==> config.mk <==
export PLATFORM = sky130hd
export DESIGN_NAME = super_2xsai_pixel_scaler
export DESIGN_NICKNAME = d
export VERILOG_FILES = /design/src/rtl/s2xs_pkg.sv /design/src/rtl/s2xs_cfg.sv /design/src/rtl/s2xs_kernel.sv /design/src/rtl/s2xs_front.sv /design/src/rtl/super_2xsai_pixel_scaler.sv
export VERILOG_INCLUDE_DIRS = /design/src /design/src/rtl
export SDC_FILE = /design/constraint.sdc
export NUM_CORES = 2
export LEC_CHECK = 0
export ABC_CLOCK_PERIOD_IN_PS = 32299
export BUFFER_PORTS_ARGS = -buffer_cell sky130_fd_sc_hd__buf_2
export CAP_MARGIN = 10
export CORE_MARGIN = 8
export CORE_UTILIZATION = 55
export DETAILED_ROUTE_END_ITERATION = 8
export GPL_ROUTABILITY_DRIVEN = 0
export PLACE_DENSITY_LB_ADDON = 0.12
export SYNTH_ARGS = -nofsm -noshare
export SYNTH_HDL_FRONTEND = slang
export SYNTH_SLANG_ARGS = --single-unit
==> constraint.sdc <==
create_clock -name clk -period 32.3 [get_ports clk]
set_input_delay 6.46 -clock clk [delete_from_list [all_inputs] [get_ports clk]]
set_output_delay 6.46 -clock clk [all_outputs]
set_load 0.05 [all_outputs]
==> src/rtl/super_2xsai_pixel_scaler_defines.svh <==
// Assertion macros for the Super 2xSaI scaler.
// Included by modules that carry concurrent checks; needs clk and arst_n in scope.
`ifndef SUPER_2XSAI_PIXEL_SCALER_DEFINES_SVH
`define SUPER_2XSAI_PIXEL_SCALER_DEFINES_SVH
`ifndef SYNTHESIS
`define S2XS_ASSERT_IMP(label, ante, cons) \
	label: assert property (@(posedge clk) disable iff (!arst_n) (ante) |-> (cons)) \
		else $error("s2xs check failed");
`define S2XS_ASSERT_NXT(label, ante, cons) \
	label: assert property (@(posedge clk) disable iff (!arst_n) (ante) |=> (cons)) \
		else $error("s2xs check failed");
`else
`define S2XS_ASSERT_IMP(label, ante, cons)
`define S2XS_ASSERT_NXT(label, ante, cons)
`endif
`endif

==> src/rtl/s2xs_pkg.sv <==
// Shared constants and types for the Super 2xSaI pixel scaler.
// No dependencies.
package s2xs_pkg;

	localparam int MAX_WIDTH_DEF  = 4096;
	localparam int PIXEL_BITS_DEF = 32;

	localparam int PORT_PIX_W  = 32;
	localparam int CFG_IDX_W   = 3;
	localparam int CFG_DATA_W  = 32;
	localparam int ROW_WIDTH_W = 13;
	localparam int COL_W       = 12;

	localparam logic [CFG_IDX_W-1:0] CFG_ROW_WIDTH     = 3'd0;
	localparam logic [CFG_IDX_W-1:0] CFG_HALF_COLOR    = 3'd1;
	localparam logic [CFG_IDX_W-1:0] CFG_HALF_LOW      = 3'd2;
	localparam logic [CFG_IDX_W-1:0] CFG_QUARTER_COLOR = 3'd3;
	localparam logic [CFG_IDX_W-1:0] CFG_QUARTER_LOW   = 3'd4;

	localparam logic [ROW_WIDTH_W-1:0] RST_ROW_WIDTH     = 13'd640;
	localparam logic [CFG_DATA_W-1:0]  RST_HALF_COLOR    = 32'h00FE_FEFE;
	localparam logic [CFG_DATA_W-1:0]  RST_HALF_LOW      = 32'h0001_0101;
	localparam logic [CFG_DATA_W-1:0]  RST_QUARTER_COLOR = 32'h00FC_FCFC;
	localparam logic [CFG_DATA_W-1:0]  RST_QUARTER_LOW   = 32'h0003_0303;

	typedef struct packed {
		logic [ROW_WIDTH_W-1:0] row_width;
		logic [CFG_DATA_W-1:0]  half_color_mask;
		logic [CFG_DATA_W-1:0]  half_low_mask;
		logic [CFG_DATA_W-1:0]  quarter_color_mask;
		logic [CFG_DATA_W-1:0]  quarter_low_mask;
	} cfg_t;

	typedef struct packed {
		logic             valid;
		logic [COL_W-1:0] column;
		logic             row_done;
	} emit_ctl_t;

endpackage

==> src/rtl/s2xs_cfg.sv <==
// Configuration register file of the Super 2xSaI scaler.
// Depends on s2xs_pkg.
module s2xs_cfg (
	input  logic                               clk,
	input  logic                               arst_n,
	input  logic                               cfg_write_en,
	input  logic [s2xs_pkg::CFG_IDX_W-1:0]     cfg_index,
	input  logic [s2xs_pkg::CFG_DATA_W-1:0]    cfg_data,
	output s2xs_pkg::cfg_t                     cfg
);

	s2xs_pkg::cfg_t cfg_q;

	always_ff @(posedge clk or negedge arst_n) begin
		if (!arst_n) begin
			cfg_q.row_width          <= s2xs_pkg::RST_ROW_WIDTH;
			cfg_q.half_color_mask    <= s2xs_pkg::RST_HALF_COLOR;
			cfg_q.half_low_mask      <= s2xs_pkg::RST_HALF_LOW;
			cfg_q.quarter_color_mask <= s2xs_pkg::RST_QUARTER_COLOR;
			cfg_q.quarter_low_mask   <= s2xs_pkg::RST_QUARTER_LOW;
		end else if (cfg_write_en) begin
			unique case (cfg_index)
				s2xs_pkg::CFG_ROW_WIDTH:
					cfg_q.row_width <= cfg_data[s2xs_pkg::ROW_WIDTH_W-1:0];
				s2xs_pkg::CFG_HALF_COLOR:    cfg_q.half_color_mask    <= cfg_data;
				s2xs_pkg::CFG_HALF_LOW:      cfg_q.half_low_mask      <= cfg_data;
				s2xs_pkg::CFG_QUARTER_COLOR: cfg_q.quarter_color_mask <= cfg_data;
				s2xs_pkg::CFG_QUARTER_LOW:   cfg_q.quarter_low_mask   <= cfg_data;
				default: ;
			endcase
		end
	end

	assign cfg = cfg_q;

endmodule

==> src/rtl/s2xs_kernel.sv <==
// Super 2xSaI edge rules: one 2x2 output block from a 4x4 pixel window.
// Pure combinational; depends on s2xs_pkg.
module s2xs_kernel #(
	parameter int PIXEL_BITS = s2xs_pkg::PIXEL_BITS_DEF
) (
	input  logic [15:0][PIXEL_BITS-1:0] win,
	input  s2xs_pkg::cfg_t              cfg,
	output logic [PIXEL_BITS-1:0]       p1a,
	output logic [PIXEL_BITS-1:0]       p1b,
	output logic [PIXEL_BITS-1:0]       p2a,
	output logic [PIXEL_BITS-1:0]       p2b
);

	localparam int PB = PIXEL_BITS;

	logic [PB-1:0] hm, hl, qm, ql;

	assign hm = cfg.half_color_mask[PB-1:0];
	assign hl = cfg.half_low_mask[PB-1:0];
	assign qm = cfg.quarter_color_mask[PB-1:0];
	assign ql = cfg.quarter_low_mask[PB-1:0];

	function automatic logic [PB-1:0] hmix(input logic [PB-1:0] a, input logic [PB-1:0] b,
		input logic [PB-1:0] m, input logic [PB-1:0] l);
		logic [PB-1:0] s;
		s = ((a & m) >> 1) + ((b & m) >> 1) + (a & b & l);
		return s;
	endfunction

	function automatic logic [PB-1:0] qmix(input logic [PB-1:0] a, input logic [PB-1:0] b,
		input logic [PB-1:0] c, input logic [PB-1:0] d,
		input logic [PB-1:0] m, input logic [PB-1:0] l);
		logic [PB+1:0] hi, lo, s;
		hi = {2'b00, (a & m) >> 2} + {2'b00, (b & m) >> 2}
			+ {2'b00, (c & m) >> 2} + {2'b00, (d & m) >> 2};
		lo = {2'b00, a & l} + {2'b00, b & l} + {2'b00, c & l} + {2'b00, d & l};
		s  = hi + {2'b00, lo[PB+1:2] & l};
		return s[PB-1:0];
	endfunction

	// +1 votes for a, -1 for b; a pair counts for b only when it misses a
	function automatic logic signed [2:0] vote(input logic [PB-1:0] a, input logic [PB-1:0] b,
		input logic [PB-1:0] c, input logic [PB-1:0] d);
		logic [1:0] xc, yc;
		logic signed [2:0] r;
		xc = {1'b0, a == c} + {1'b0, a == d};
		yc = {1'b0, (a != c) && (b == c)} + {1'b0, (a != d) && (b == d)};
		r  = 3'sd0;
		if (xc <= 2'd1) r = r + 3'sd1;
		if (yc <= 2'd1) r = r - 3'sd1;
		return r;
	endfunction

	logic signed [4:0] votes;
	logic              e96, e510;

	assign e96  = win[9] == win[6];
	assign e510 = win[5] == win[10];

	assign votes = 5'(vote(win[6], win[5], win[8], win[13]))
		+ 5'(vote(win[6], win[5], win[4], win[1]))
		+ 5'(vote(win[6], win[5], win[14], win[11]))
		+ 5'(vote(win[6], win[5], win[2], win[7]));

	always_comb begin
		priority if (e96 && !e510) begin
			p1b = win[9];
			p2b = win[9];
		end else if (e510 && !e96) begin
			p1b = win[5];
			p2b = win[5];
		end else if (e510 && e96) begin
			priority if (votes > 5'sd0) p1b = win[6];
			else if (votes < 5'sd0) p1b = win[5];
			else p1b = hmix(win[5], win[6], hm, hl);
			p2b = p1b;
		end else begin
			priority if (win[6] == win[10] && win[10] == win[13] && win[9] != win[14]
				&& win[10] != win[12]) begin
				p2b = qmix(win[10], win[10], win[10], win[9], qm, ql);
			end else if (win[5] == win[9] && win[9] == win[14] && win[13] != win[10]
				&& win[9] != win[15]) begin
				p2b = qmix(win[9], win[9], win[9], win[10], qm, ql);
			end else begin
				p2b = hmix(win[9], win[10], hm, hl);
			end
			priority if (win[6] == win[10] && win[6] == win[1] && win[5] != win[2]
				&& win[6] != win[0]) begin
				p1b = qmix(win[6], win[6], win[6], win[5], qm, ql);
			end else if (win[5] == win[9] && win[5] == win[2] && win[1] != win[6]
				&& win[5] != win[3]) begin
				p1b = qmix(win[6], win[5], win[5], win[5], qm, ql);
			end else begin
				p1b = hmix(win[5], win[6], hm, hl);
			end
		end
	end

	always_comb begin
		if ((e510 && !e96 && win[4] == win[5] && win[5] != win[14])
			|| (win[5] == win[8] && win[6] == win[5] && win[4] != win[9]
			&& win[5] != win[12])) begin
			p2a = hmix(win[9], win[5], hm, hl);
		end else begin
			p2a = win[9];
		end
		if ((e96 && !e510 && win[8] == win[9] && win[9] != win[2])
			|| (win[4] == win[9] && win[10] == win[9] && win[8] != win[5]
			&& win[9] != win[0])) begin
			p1a = hmix(win[9], win[5], hm, hl);
		end else begin
			p1a = win[5];
		end
	end

endmodule

==> src/rtl/s2xs_front.sv <==
// Window shifter, column counter and the emit stage that feeds the kernel.
// Depends on s2xs_pkg.
module s2xs_front #(
	parameter int MAX_WIDTH  = s2xs_pkg::MAX_WIDTH_DEF,
	parameter int PIXEL_BITS = s2xs_pkg::PIXEL_BITS_DEF
) (
	input  logic                        clk,
	input  logic                        arst_n,
	input  s2xs_pkg::cfg_t              cfg,
	input  logic                        in_valid,
	output logic                        in_stall,
	input  logic [3:0][PIXEL_BITS-1:0]  col,
	input  logic                        advance,
	output logic [15:0][PIXEL_BITS-1:0] win_s1,
	output s2xs_pkg::emit_ctl_t         ctl_s1
);

	localparam int CW    = (MAX_WIDTH > 2) ? $clog2(MAX_WIDTH) : 2;
	localparam int CMP_W = ((CW > s2xs_pkg::ROW_WIDTH_W) ? CW : s2xs_pkg::ROW_WIDTH_W) + 1;
	localparam int XW    = (CW > s2xs_pkg::COL_W) ? CW : s2xs_pkg::COL_W;

	logic [15:0][PIXEL_BITS-1:0] window_q, win_next, win_rep;
	logic [CW-1:0]               count_q;
	logic [s2xs_pkg::COL_W-1:0]  col_s1;
	logic [1:0]                  extra_s1;
	logic                        flush_s1, valid_s1;

	logic [CMP_W-1:0] rw, w_eff;
	logic [XW-1:0]    k_minus2;
	logic             accept, is_last, emit;

	always_comb begin
		rw = CMP_W'(cfg.row_width);
		if (rw < CMP_W'(3)) w_eff = CMP_W'(3);
		else if (rw > CMP_W'(MAX_WIDTH)) w_eff = CMP_W'(MAX_WIDTH);
		else w_eff = rw;
	end

	assign is_last  = CMP_W'(count_q) >= (w_eff - CMP_W'(1));
	assign emit     = is_last || (count_q >= CW'(2));
	assign k_minus2 = XW'(count_q) - XW'(2);

	assign in_stall = valid_s1 && !(advance && (extra_s1 == 2'd0));
	assign accept   = in_valid && !in_stall;

	always_comb begin
		for (int r = 0; r < 4; r++) begin
			for (int c = 0; c < 3; c++) begin
				win_next[r*4+c] = (count_q == '0) ? col[r] : window_q[r*4+c+1];
				win_rep[r*4+c]  = win_s1[r*4+c+1];
			end
			win_next[r*4+3] = col[r];
			win_rep[r*4+3]  = win_s1[r*4+3];
		end
	end

	// window contents need no reset: the first column of a row overwrites all of it
	always_ff @(posedge clk) begin
		if (accept) window_q <= win_next;
		if (advance && extra_s1 != 2'd0) win_s1 <= win_rep;
		else if (accept && emit) win_s1 <= win_next;
	end

	always_ff @(posedge clk or negedge arst_n) begin
		if (!arst_n) begin
			count_q  <= '0;
			col_s1   <= '0;
			extra_s1 <= 2'd0;
			flush_s1 <= 1'b0;
			valid_s1 <= 1'b0;
		end else begin
			if (accept) count_q <= is_last ? '0 : count_q + CW'(1);
			if (advance && extra_s1 != 2'd0) begin
				col_s1   <= col_s1 + s2xs_pkg::COL_W'(1);
				extra_s1 <= extra_s1 - 2'd1;
			end else if (accept && emit) begin
				col_s1   <= k_minus2[s2xs_pkg::COL_W-1:0];
				extra_s1 <= is_last ? 2'd2 : 2'd0;
				flush_s1 <= is_last;
				valid_s1 <= 1'b1;
			end else if (advance) begin
				valid_s1 <= 1'b0;
			end
		end
	end

	assign ctl_s1.valid    = valid_s1;
	assign ctl_s1.column   = col_s1;
	assign ctl_s1.row_done = flush_s1 && (extra_s1 == 2'd0);

endmodule

==> src/rtl/super_2xsai_pixel_scaler.sv <==
// Top level of the Super 2xSaI pixel scaler: config, front end, kernel, output register.
// Depends on s2xs_pkg, s2xs_cfg, s2xs_front, s2xs_kernel and the assertion header.
//
// Usage:
//   The input channel (in_valid / in_stall) takes one source column per request:
//   pixels of rows y-1, y, y+1, y+2. Columns of a row come left to right; the
//   counter restarts after the last column (row_width, clamped to 3..MAX_WIDTH).
//   The output channel (out_valid / out_stall) gives one 2x2 block per request
//   with its source column and a row_done flag on the last block of a row.
//   Columns 0 and 1 of a row give no block; column k >= 2 gives the block for
//   centre k-2; the last column gives three blocks (centres k-2, k-1, k).
//   A block passes through the emit stage and then the output register after its
//   column is taken. Throughput: one column per cycle while the output does not stall;
//   the last column of a row holds the input while the emit stage replays the right
//   edge for two more blocks.
//   A stall on the output holds the result register; the emit stage then
//   fills and in_stall rises, so nothing is lost.
//   Reset clears the counter, the pipeline valids and loads register defaults.
//   Configuration is written through cfg_write_en / cfg_index / cfg_data while idle.
`include "super_2xsai_pixel_scaler_defines.svh"
module super_2xsai_pixel_scaler #(
	parameter int MAX_WIDTH  = s2xs_pkg::MAX_WIDTH_DEF,
	parameter int PIXEL_BITS = s2xs_pkg::PIXEL_BITS_DEF
) (
	input  logic                                clk,
	input  logic                                arst_n,
	input  logic                                cfg_write_en,
	input  logic [s2xs_pkg::CFG_IDX_W-1:0]      cfg_index,
	input  logic [s2xs_pkg::CFG_DATA_W-1:0]     cfg_data,
	input  logic                                in_valid,
	output logic                                in_stall,
	input  logic [s2xs_pkg::PORT_PIX_W-1:0]     pixel_row_above,
	input  logic [s2xs_pkg::PORT_PIX_W-1:0]     pixel_row_centre,
	input  logic [s2xs_pkg::PORT_PIX_W-1:0]     pixel_row_below,
	input  logic [s2xs_pkg::PORT_PIX_W-1:0]     pixel_row_below_two,
	output logic                                out_valid,
	input  logic                                out_stall,
	output logic [s2xs_pkg::PORT_PIX_W-1:0]     out_top_left,
	output logic [s2xs_pkg::PORT_PIX_W-1:0]     out_top_right,
	output logic [s2xs_pkg::PORT_PIX_W-1:0]     out_bottom_left,
	output logic [s2xs_pkg::PORT_PIX_W-1:0]     out_bottom_right,
	output logic [s2xs_pkg::COL_W-1:0]          out_column,
	output logic                                row_done
);

	localparam int PW = s2xs_pkg::PORT_PIX_W;

	s2xs_pkg::cfg_t              cfg;
	s2xs_pkg::emit_ctl_t         ctl_s1;
	logic [3:0][PIXEL_BITS-1:0]  col;
	logic [15:0][PIXEL_BITS-1:0] win_s1;
	logic [PIXEL_BITS-1:0]       p1a, p1b, p2a, p2b;
	logic                        advance;

	logic                        out_valid_q, row_done_q;
	logic [PW-1:0]               tl_q, tr_q, bl_q, br_q;
	logic [s2xs_pkg::COL_W-1:0]  column_q;

	assign col[0] = pixel_row_above[PIXEL_BITS-1:0];
	assign col[1] = pixel_row_centre[PIXEL_BITS-1:0];
	assign col[2] = pixel_row_below[PIXEL_BITS-1:0];
	assign col[3] = pixel_row_below_two[PIXEL_BITS-1:0];

	s2xs_cfg u_cfg (
		.clk          (clk),
		.arst_n       (arst_n),
		.cfg_write_en (cfg_write_en),
		.cfg_index    (cfg_index),
		.cfg_data     (cfg_data),
		.cfg          (cfg)
	);

	s2xs_front #(
		.MAX_WIDTH  (MAX_WIDTH),
		.PIXEL_BITS (PIXEL_BITS)
	) u_front (
		.clk      (clk),
		.arst_n   (arst_n),
		.cfg      (cfg),
		.in_valid (in_valid),
		.in_stall (in_stall),
		.col      (col),
		.advance  (advance),
		.win_s1   (win_s1),
		.ctl_s1   (ctl_s1)
	);

	s2xs_kernel #(
		.PIXEL_BITS (PIXEL_BITS)
	) u_kernel (
		.win (win_s1),
		.cfg (cfg),
		.p1a (p1a),
		.p1b (p1b),
		.p2a (p2a),
		.p2b (p2b)
	);

	assign advance   = ctl_s1.valid && (!out_valid_q || !out_stall);

	always_ff @(posedge clk) begin
		if (advance) begin
			tl_q       <= PW'(p1a);
			tr_q       <= PW'(p1b);
			bl_q       <= PW'(p2a);
			br_q       <= PW'(p2b);
			column_q   <= ctl_s1.column;
			row_done_q <= ctl_s1.row_done;
		end
	end

	always_ff @(posedge clk or negedge arst_n) begin
		if (!arst_n) begin
			out_valid_q <= 1'b0;
		end else if (advance) begin
			out_valid_q <= 1'b1;
		end else if (!out_stall) begin
			out_valid_q <= 1'b0;
		end
	end

	assign out_valid        = out_valid_q;
	assign out_top_left     = tl_q;
	assign out_top_right    = tr_q;
	assign out_bottom_left  = bl_q;
	assign out_bottom_right = br_q;
	assign out_column       = column_q;
	assign row_done         = row_done_q;

	`S2XS_ASSERT_IMP(a_empty_stage_takes, !ctl_s1.valid, !in_stall)
	`S2XS_ASSERT_NXT(a_free_out_fills, ctl_s1.valid && !out_valid_q, out_valid)
	`S2XS_ASSERT_IMP(a_out_from_stage, $rose(out_valid_q), $past(ctl_s1.valid))
	`S2XS_ASSERT_NXT(a_out_holds, out_valid && out_stall, out_valid && $stable(out_column))

endmodule

==> Word-level counts from Yosys, hierarchy flattened <==
Index checks and enable logic that the tools add are counted.
{ "totals": {"regBits": 1207, "out_inout_bits": 143, "wordCells": 301} }
{ "op_classes": {"addsub": 54, "order_cmp": 14, "eq_ne": 54, "mux": 48, "n_bitwise": 23, "n_reduce_logical": 63} }
{ "ops": {"columns": ["op", "n"], "rows": [
  ["480-bit two-way mux", 2],
  ["32-bit equality test", 27],
  ["32-bit two-way mux", 26],
  ["32-bit AND", 22],
  ["32-bit != test", 22],
  ["34-bit by 32-bit adder with 34-bit output", 8],
  ["32-bit by 30-bit adder with 32-bit output", 8],
  ["32-bit adder", 7],
  ["32-bit by 32-bit adder with 33-bit output", 4],
  ["30-bit by 30-bit adder with 31-bit output", 4],
  ["31-bit by 31-bit adder with 32-bit output", 3],
  ["1-bit logical AND", 40],
  ["12-bit two-way mux", 3],
  ["13-bit two-way mux", 2],
  ["12-bit by 1-bit adder with 12-bit output (second input constant)", 2],
  ["1-bit by 1-bit adder with 2-bit output", 8],
  ["2-bit by 1-bit less-or-equal comparator with 1-bit output (second input constant)", 8],
  ["12-bit by 14-bit >= comparator with 1-bit output", 1],
  ["2-bit AND reduction", 7],
  ["13-bit by 1-bit subtractor with 14-bit output (second input constant)", 1],
  ["13-bit > comparator (second input constant)", 1],
  ["13-bit by 2-bit < comparator with 1-bit output (second input constant)", 1],
  ["12-bit by 2-bit >= comparator with 1-bit output (second input constant)", 1],
  ["12-bit zero test", 1],
  ["other kinds (21)", 47]
]} }

==> Logic depth before layout (Yosys ltp) <==
{ "logic_depth": {"ltp_word": 15, "mapped_depth": 40} }

==> Hierarchy <==
From an unflattened synthesis, not the netlist that was laid out.
{ "hier_totals": {"cells_unflattened": 8888, "hier_area_um2": 92488.7} }
{ "modules_own_cells": {"columns": ["mod", "n_inst", "cells_each", "area_each_um2", "seq_area_each_um2"], "rows": [
  ["s2xs_kernel", 1, 5831, 45969.1, 0.0],
  ["s2xs_front", 1, 2610, 36570.1, 27606.5],
  ["s2xs_cfg", 1, 303, 5671.7, 3590.9],
  ["super_2xsai_pixel_scaler", 1, 144, 4277.9, 4259.1]
]} }

==> Worst setup path after synthesis <==
Ideal clock, no wire load.
{ "synth_path": {"kind": "in2reg", "from": "in out_stall", "to": "reg u_front.col_s1[1] (netlist name)", "setup_ps": 146, "t_arrival_ps": 26196, "setup_slack_ps": 5958, "path_stages": 6, "n_path_buf": 0, "path_cell_list": "nand2_1 > nand2_1 > nand2_1 > nand2_1 > o21ai_1 > o221a_2"} }
{ "synth_via": {"elab_chain_cells": 10, "elab_cells_between_ends": 12, "classes_between": "mux (1); reduce/logical (11)"} }
{ "synth_lines": {"columns": ["item", "line", "rtl"], "rows": [
  ["start: declaration", "super_2xsai_pixel_scaler.sv:37", "input logic out_stall,"],
  ["1-bit zero test *", null, null],
  ["1-bit logical OR *", "super_2xsai_pixel_scaler.sv:99", "assign advance = ctl_s1.valid && (!out_valid_q || !out_stall);"],
  ["1-bit logical AND *", "super_2xsai_pixel_scaler.sv:99", null],
  ["1-bit logical AND", "s2xs_front.sv:43", "assign in_stall = valid_s1 && !(advance && (extra_s1 == 2'd0));"],
  ["1-bit zero test", "s2xs_front.sv:43", null],
  ["1-bit logical AND", "s2xs_front.sv:43", null],
  ["1-bit zero test", "s2xs_front.sv:44", "assign accept = in_valid && !in_stall;"],
  ["1-bit logical AND", "s2xs_front.sv:44", null],
  ["1-bit logical AND", "s2xs_front.sv:76", "end else if (accept && emit) begin"],
  ["2-bit nonzero test (no line)", null, null],
  ["end signal: assignment", "s2xs_front.sv:74", "col_s1 <= col_s1 + s2xs_pkg::COL_W'(1);"],
  ["end signal: assignment", "s2xs_front.sv:77", "col_s1 <= k_minus2[s2xs_pkg::COL_W-1:0];"],
  ["end: declaration", "s2xs_front.sv:24", "logic [s2xs_pkg::COL_W-1:0] col_s1;"]
]} }
Every way passes the cells marked *; elsewhere a longest branch is shown, timed or not.
A chain may end at the register's enable or synchronous reset.

==> Final worst setup path <==
{ "layout_path": {"from": "in out_stall", "to": "out in_stall"} }
{ "layout_via": {"elab_chain_cells": 6} }
{ "layout_lines": {"columns": ["item", "line", "rtl"], "rows": [
  ["1-bit zero test", null, null],
  ["1-bit logical OR", "super_2xsai_pixel_scaler.sv:99", null],
  ["1-bit logical AND", "super_2xsai_pixel_scaler.sv:99", null],
  ["1-bit logical AND", "s2xs_front.sv:43", null],
  ["1-bit zero test", "s2xs_front.sv:43", null],
  ["1-bit logical AND", "s2xs_front.sv:43", null],
  ["end: declaration", "super_2xsai_pixel_scaler.sv:31", "output logic in_stall,"]
]} }
Every way passes these cells.

==> run_results.csv <==
group,metric,value,unit
clock_network,cts-root-buf,"clkbuf_16",
logic_synthesis,synth-edff-count,1037,
sta,slew_headroom,4.627,%
logic_synthesis,yosysTopAreaCell,"edfxtp_1",
sta,timing.setup.tns,0,ns
routing,wl_per_cell,31.68,µm
finish,fillerInstances,14090,
setup_path,critPathLaunch,"out_stall",
job,maxCapViolations,0,
logic_synthesis,synth_top_flop_cell,"edfxtp_1",
sta,hold_viol,0,
clock_network,ctsResizeCount,0,
global_routing,grt-ovfl-total,0,
logic_synthesis,yosys_warnings,0,
routing,routed.top_layer,"met5",
logic_synthesis,yosys-top-cells-count,"nand2_1, edfxtp_1, xor2_1",
finish,layout.nets,10490,
logic_synthesis,yosysTopAreaCellShare,33.32,%
sta,max_freq,73.46,MHz
sta,worst_pin_slew,1.425,ns
clock_network,clk_pin_slew_worst_paths,0.06,ns
die,ios,311,
logic_synthesis,syn-num-nets,10280,
worst_hold_path,min_from,"u_front.flush_s1",
setup_path,crit_path_max_fanout,3,
clock_network,htreeDepth,4,
routing,antenna_left,0,
logic_synthesis,syn_area,93460,µm²
global_routing,grt_pass1_wl,524900,µm
routing,wl_met3,52760,µm
clock_network,clock-sinks,1204,
logic_synthesis,synthCells,9184,
setup_path,startpoint_type,"primary input",
logic_synthesis,ys_ff_latch,1204,
sta,drv_slew,0,
logic_synthesis,ys_types,105,
routing,m1WireLength,129500,µm
sta,setup_viol,0,
clock_network,clk_latency,0.84,ns
setup_path,cp.arrival,7.15,ns
outcome,status,"complete, but fails checks",
setup_path,crit_path_end_kind,"output port",
logic_synthesis,yosys-top-cells-area,"edfxtp_1, fa_1, ha_1",
setup_path,crit_type,"in2out",
routing,viasPerCell,6.685,
sta,rsz0062_at_grt,"false",
die,die_w,428.2,µm
place,port_buffers,310,
routing,drt_pass1_iterations,9,
routing,drc,105,
setup_path,r2r-start,"u_front.win_s1[162]",
clock_network,hold_buffers,0,
global_routing,grt_usage,38.98,%
clock_network,cts_buffers,137,
finish,fin_util,60.42,%
die,start_util,55.27,%
die,core,169100,µm²
logic_synthesis,synthMostInstantiatedCell,"nand2_1",
logic_synthesis,ys_seq_area_share,37.86,%
die,num_rows,151,
routing,wl,372300,µm
logic_synthesis,synth.avg_cell_area,10.18,µm²
die,die_area,183400,µm²
clock_network,clockBufferDepth,3,
sta,skew,0.03783,ns
finish,final_area,102200,µm²
routing,met2_length,155300,µm
sta,finalCriticalPeriod,13.61,ns
place,dp_hpwl,274300,µm
sta,fin_crit_sh,42.14,%
die,die_h,428.2,µm
place,placed_area,97590,µm²
routing,vias,78570,
outcome,violations,"design-rule violations",
logic_synthesis,async_flop_share,13.87,%
worst_hold_path,hold_class,"reg2reg",
clock_network,cts_setup_buffers,0,
global_routing,first_global_vias,76540,
global_routing,antenna_found_initial,38,
setup_path,worst_ep_required_time,25.84,ns
routing,drtIter0Drc,11580,
finish,area_delta_synth_final,9.322,%
finish,drive_above_1_share,10.97,%
global_routing,grt_max_degree,179,
clock_network,cts_tree,"done",
placed cells by master (no fill, tap or decap), drive strengths merged, types with 73 or more instances in the layout:
cell type,synthesis,final
nand3,73,73
a21oi,379,379
a22o,263,263
o21ai,396,396
inv,433,440
a21o,175,175
and2,342,342
nor3,89,89
nand2,1311,1311
clkbuf,356,168
xnor2,595,595
ha,531,531
nand4,169,169
xor2,710,710
a21boi,138,138
nor4,204,204
dfrtp,117,117
edfxtp,1037,1037
nor2,315,315
buf,92,513
mux2,192,192
fa,401,401
layer usage:
layer | global-route usage [%] | vias to the layer above
met4 | 27.78 | 12
met1 | 47.39 | 38210
met3 | 14.24 | 1745
met5 | 0.6764 | -
met2 | 57.19 | 5551
li1 | - | 33050
state kept, by name, summed over array words and instances (netlist names), 32 cells and up:
register / cells
out_bottom_left: 32
u_front.win_s1: 512
u_front.window_q: 384
out_bottom_right: 32
out_top_left: 32
u_cfg.cfg: 138
out_top_right: 32
cell type report:
type	instances	area, µm²	share of cell area, %
multi-input cells	7097	54670	53.51
inverters	435	1653	1.618
flip-flops and latches	1204	35380	34.63
clock inverters	85	844.6	0.8266
repair buffers	513	3123	3.057
diodes	33	82.58	0.08082
well taps	2218	2775	2.716
clock buffers	168	3640	3.562
through the flow:
stage | hold WS [ns] | cells | setup slack [ns]
4_1_cts | 0.4767 | 11720 | 18.69
3_3_place_gp | 0.4537 | 11470 | 18.66
2_1_floorplan | 0.4420 | 9184 | 5.958
3_5_place_dp | 0.4627 | 11470 | 18.69
6_report | 0.4738 | 11750 | 18.69
5_1_grt | 0.4974 | 11740 | 18.63
final timing paths:
check	to	slack, ns	depth (start not counted)
min in group asynchronous	u_front.col_s1[10]	5.67	1
min	u_front.flush_s1	0.47	1
max reg2reg	out_top_right[31]	22.74	35
max	in_stall	18.69	6
min reg2reg	u_front.flush_s1	0.47	1
max in group asynchronous	u_cfg.cfg[26]	25.17	2
critical path: stages:
cell	delay [ns]
buf_2	0.09
nand2_1	0.09
nand2_1	0.09
nand2_1	0.10
inv_1	0.06
buf_2	0.26
kinds of logic (layout without fill, tap and decap cells):
group | after synthesis | in the layout | synth area share (%)
AND/OR/NAND/NOR | 2780 | 2780 | 14.18
flip-flops | 1204 | 1204 | 37.86
buffers and inverters | 883 | 1201 | 3.815
AO/OA/AOI/OAI | 1846 | 1846 | 13.46
multiplexers | 232 | 232 | 2.742
other | 0 | 33 | 0
adder cells (fa/ha/maj) | 934 | 934 | 15.72
XOR/XNOR | 1305 | 1305 | 12.23
Power is not shown: default switching activity piles up to over one toggle a cycle in this logic, so the estimate is an artifact.
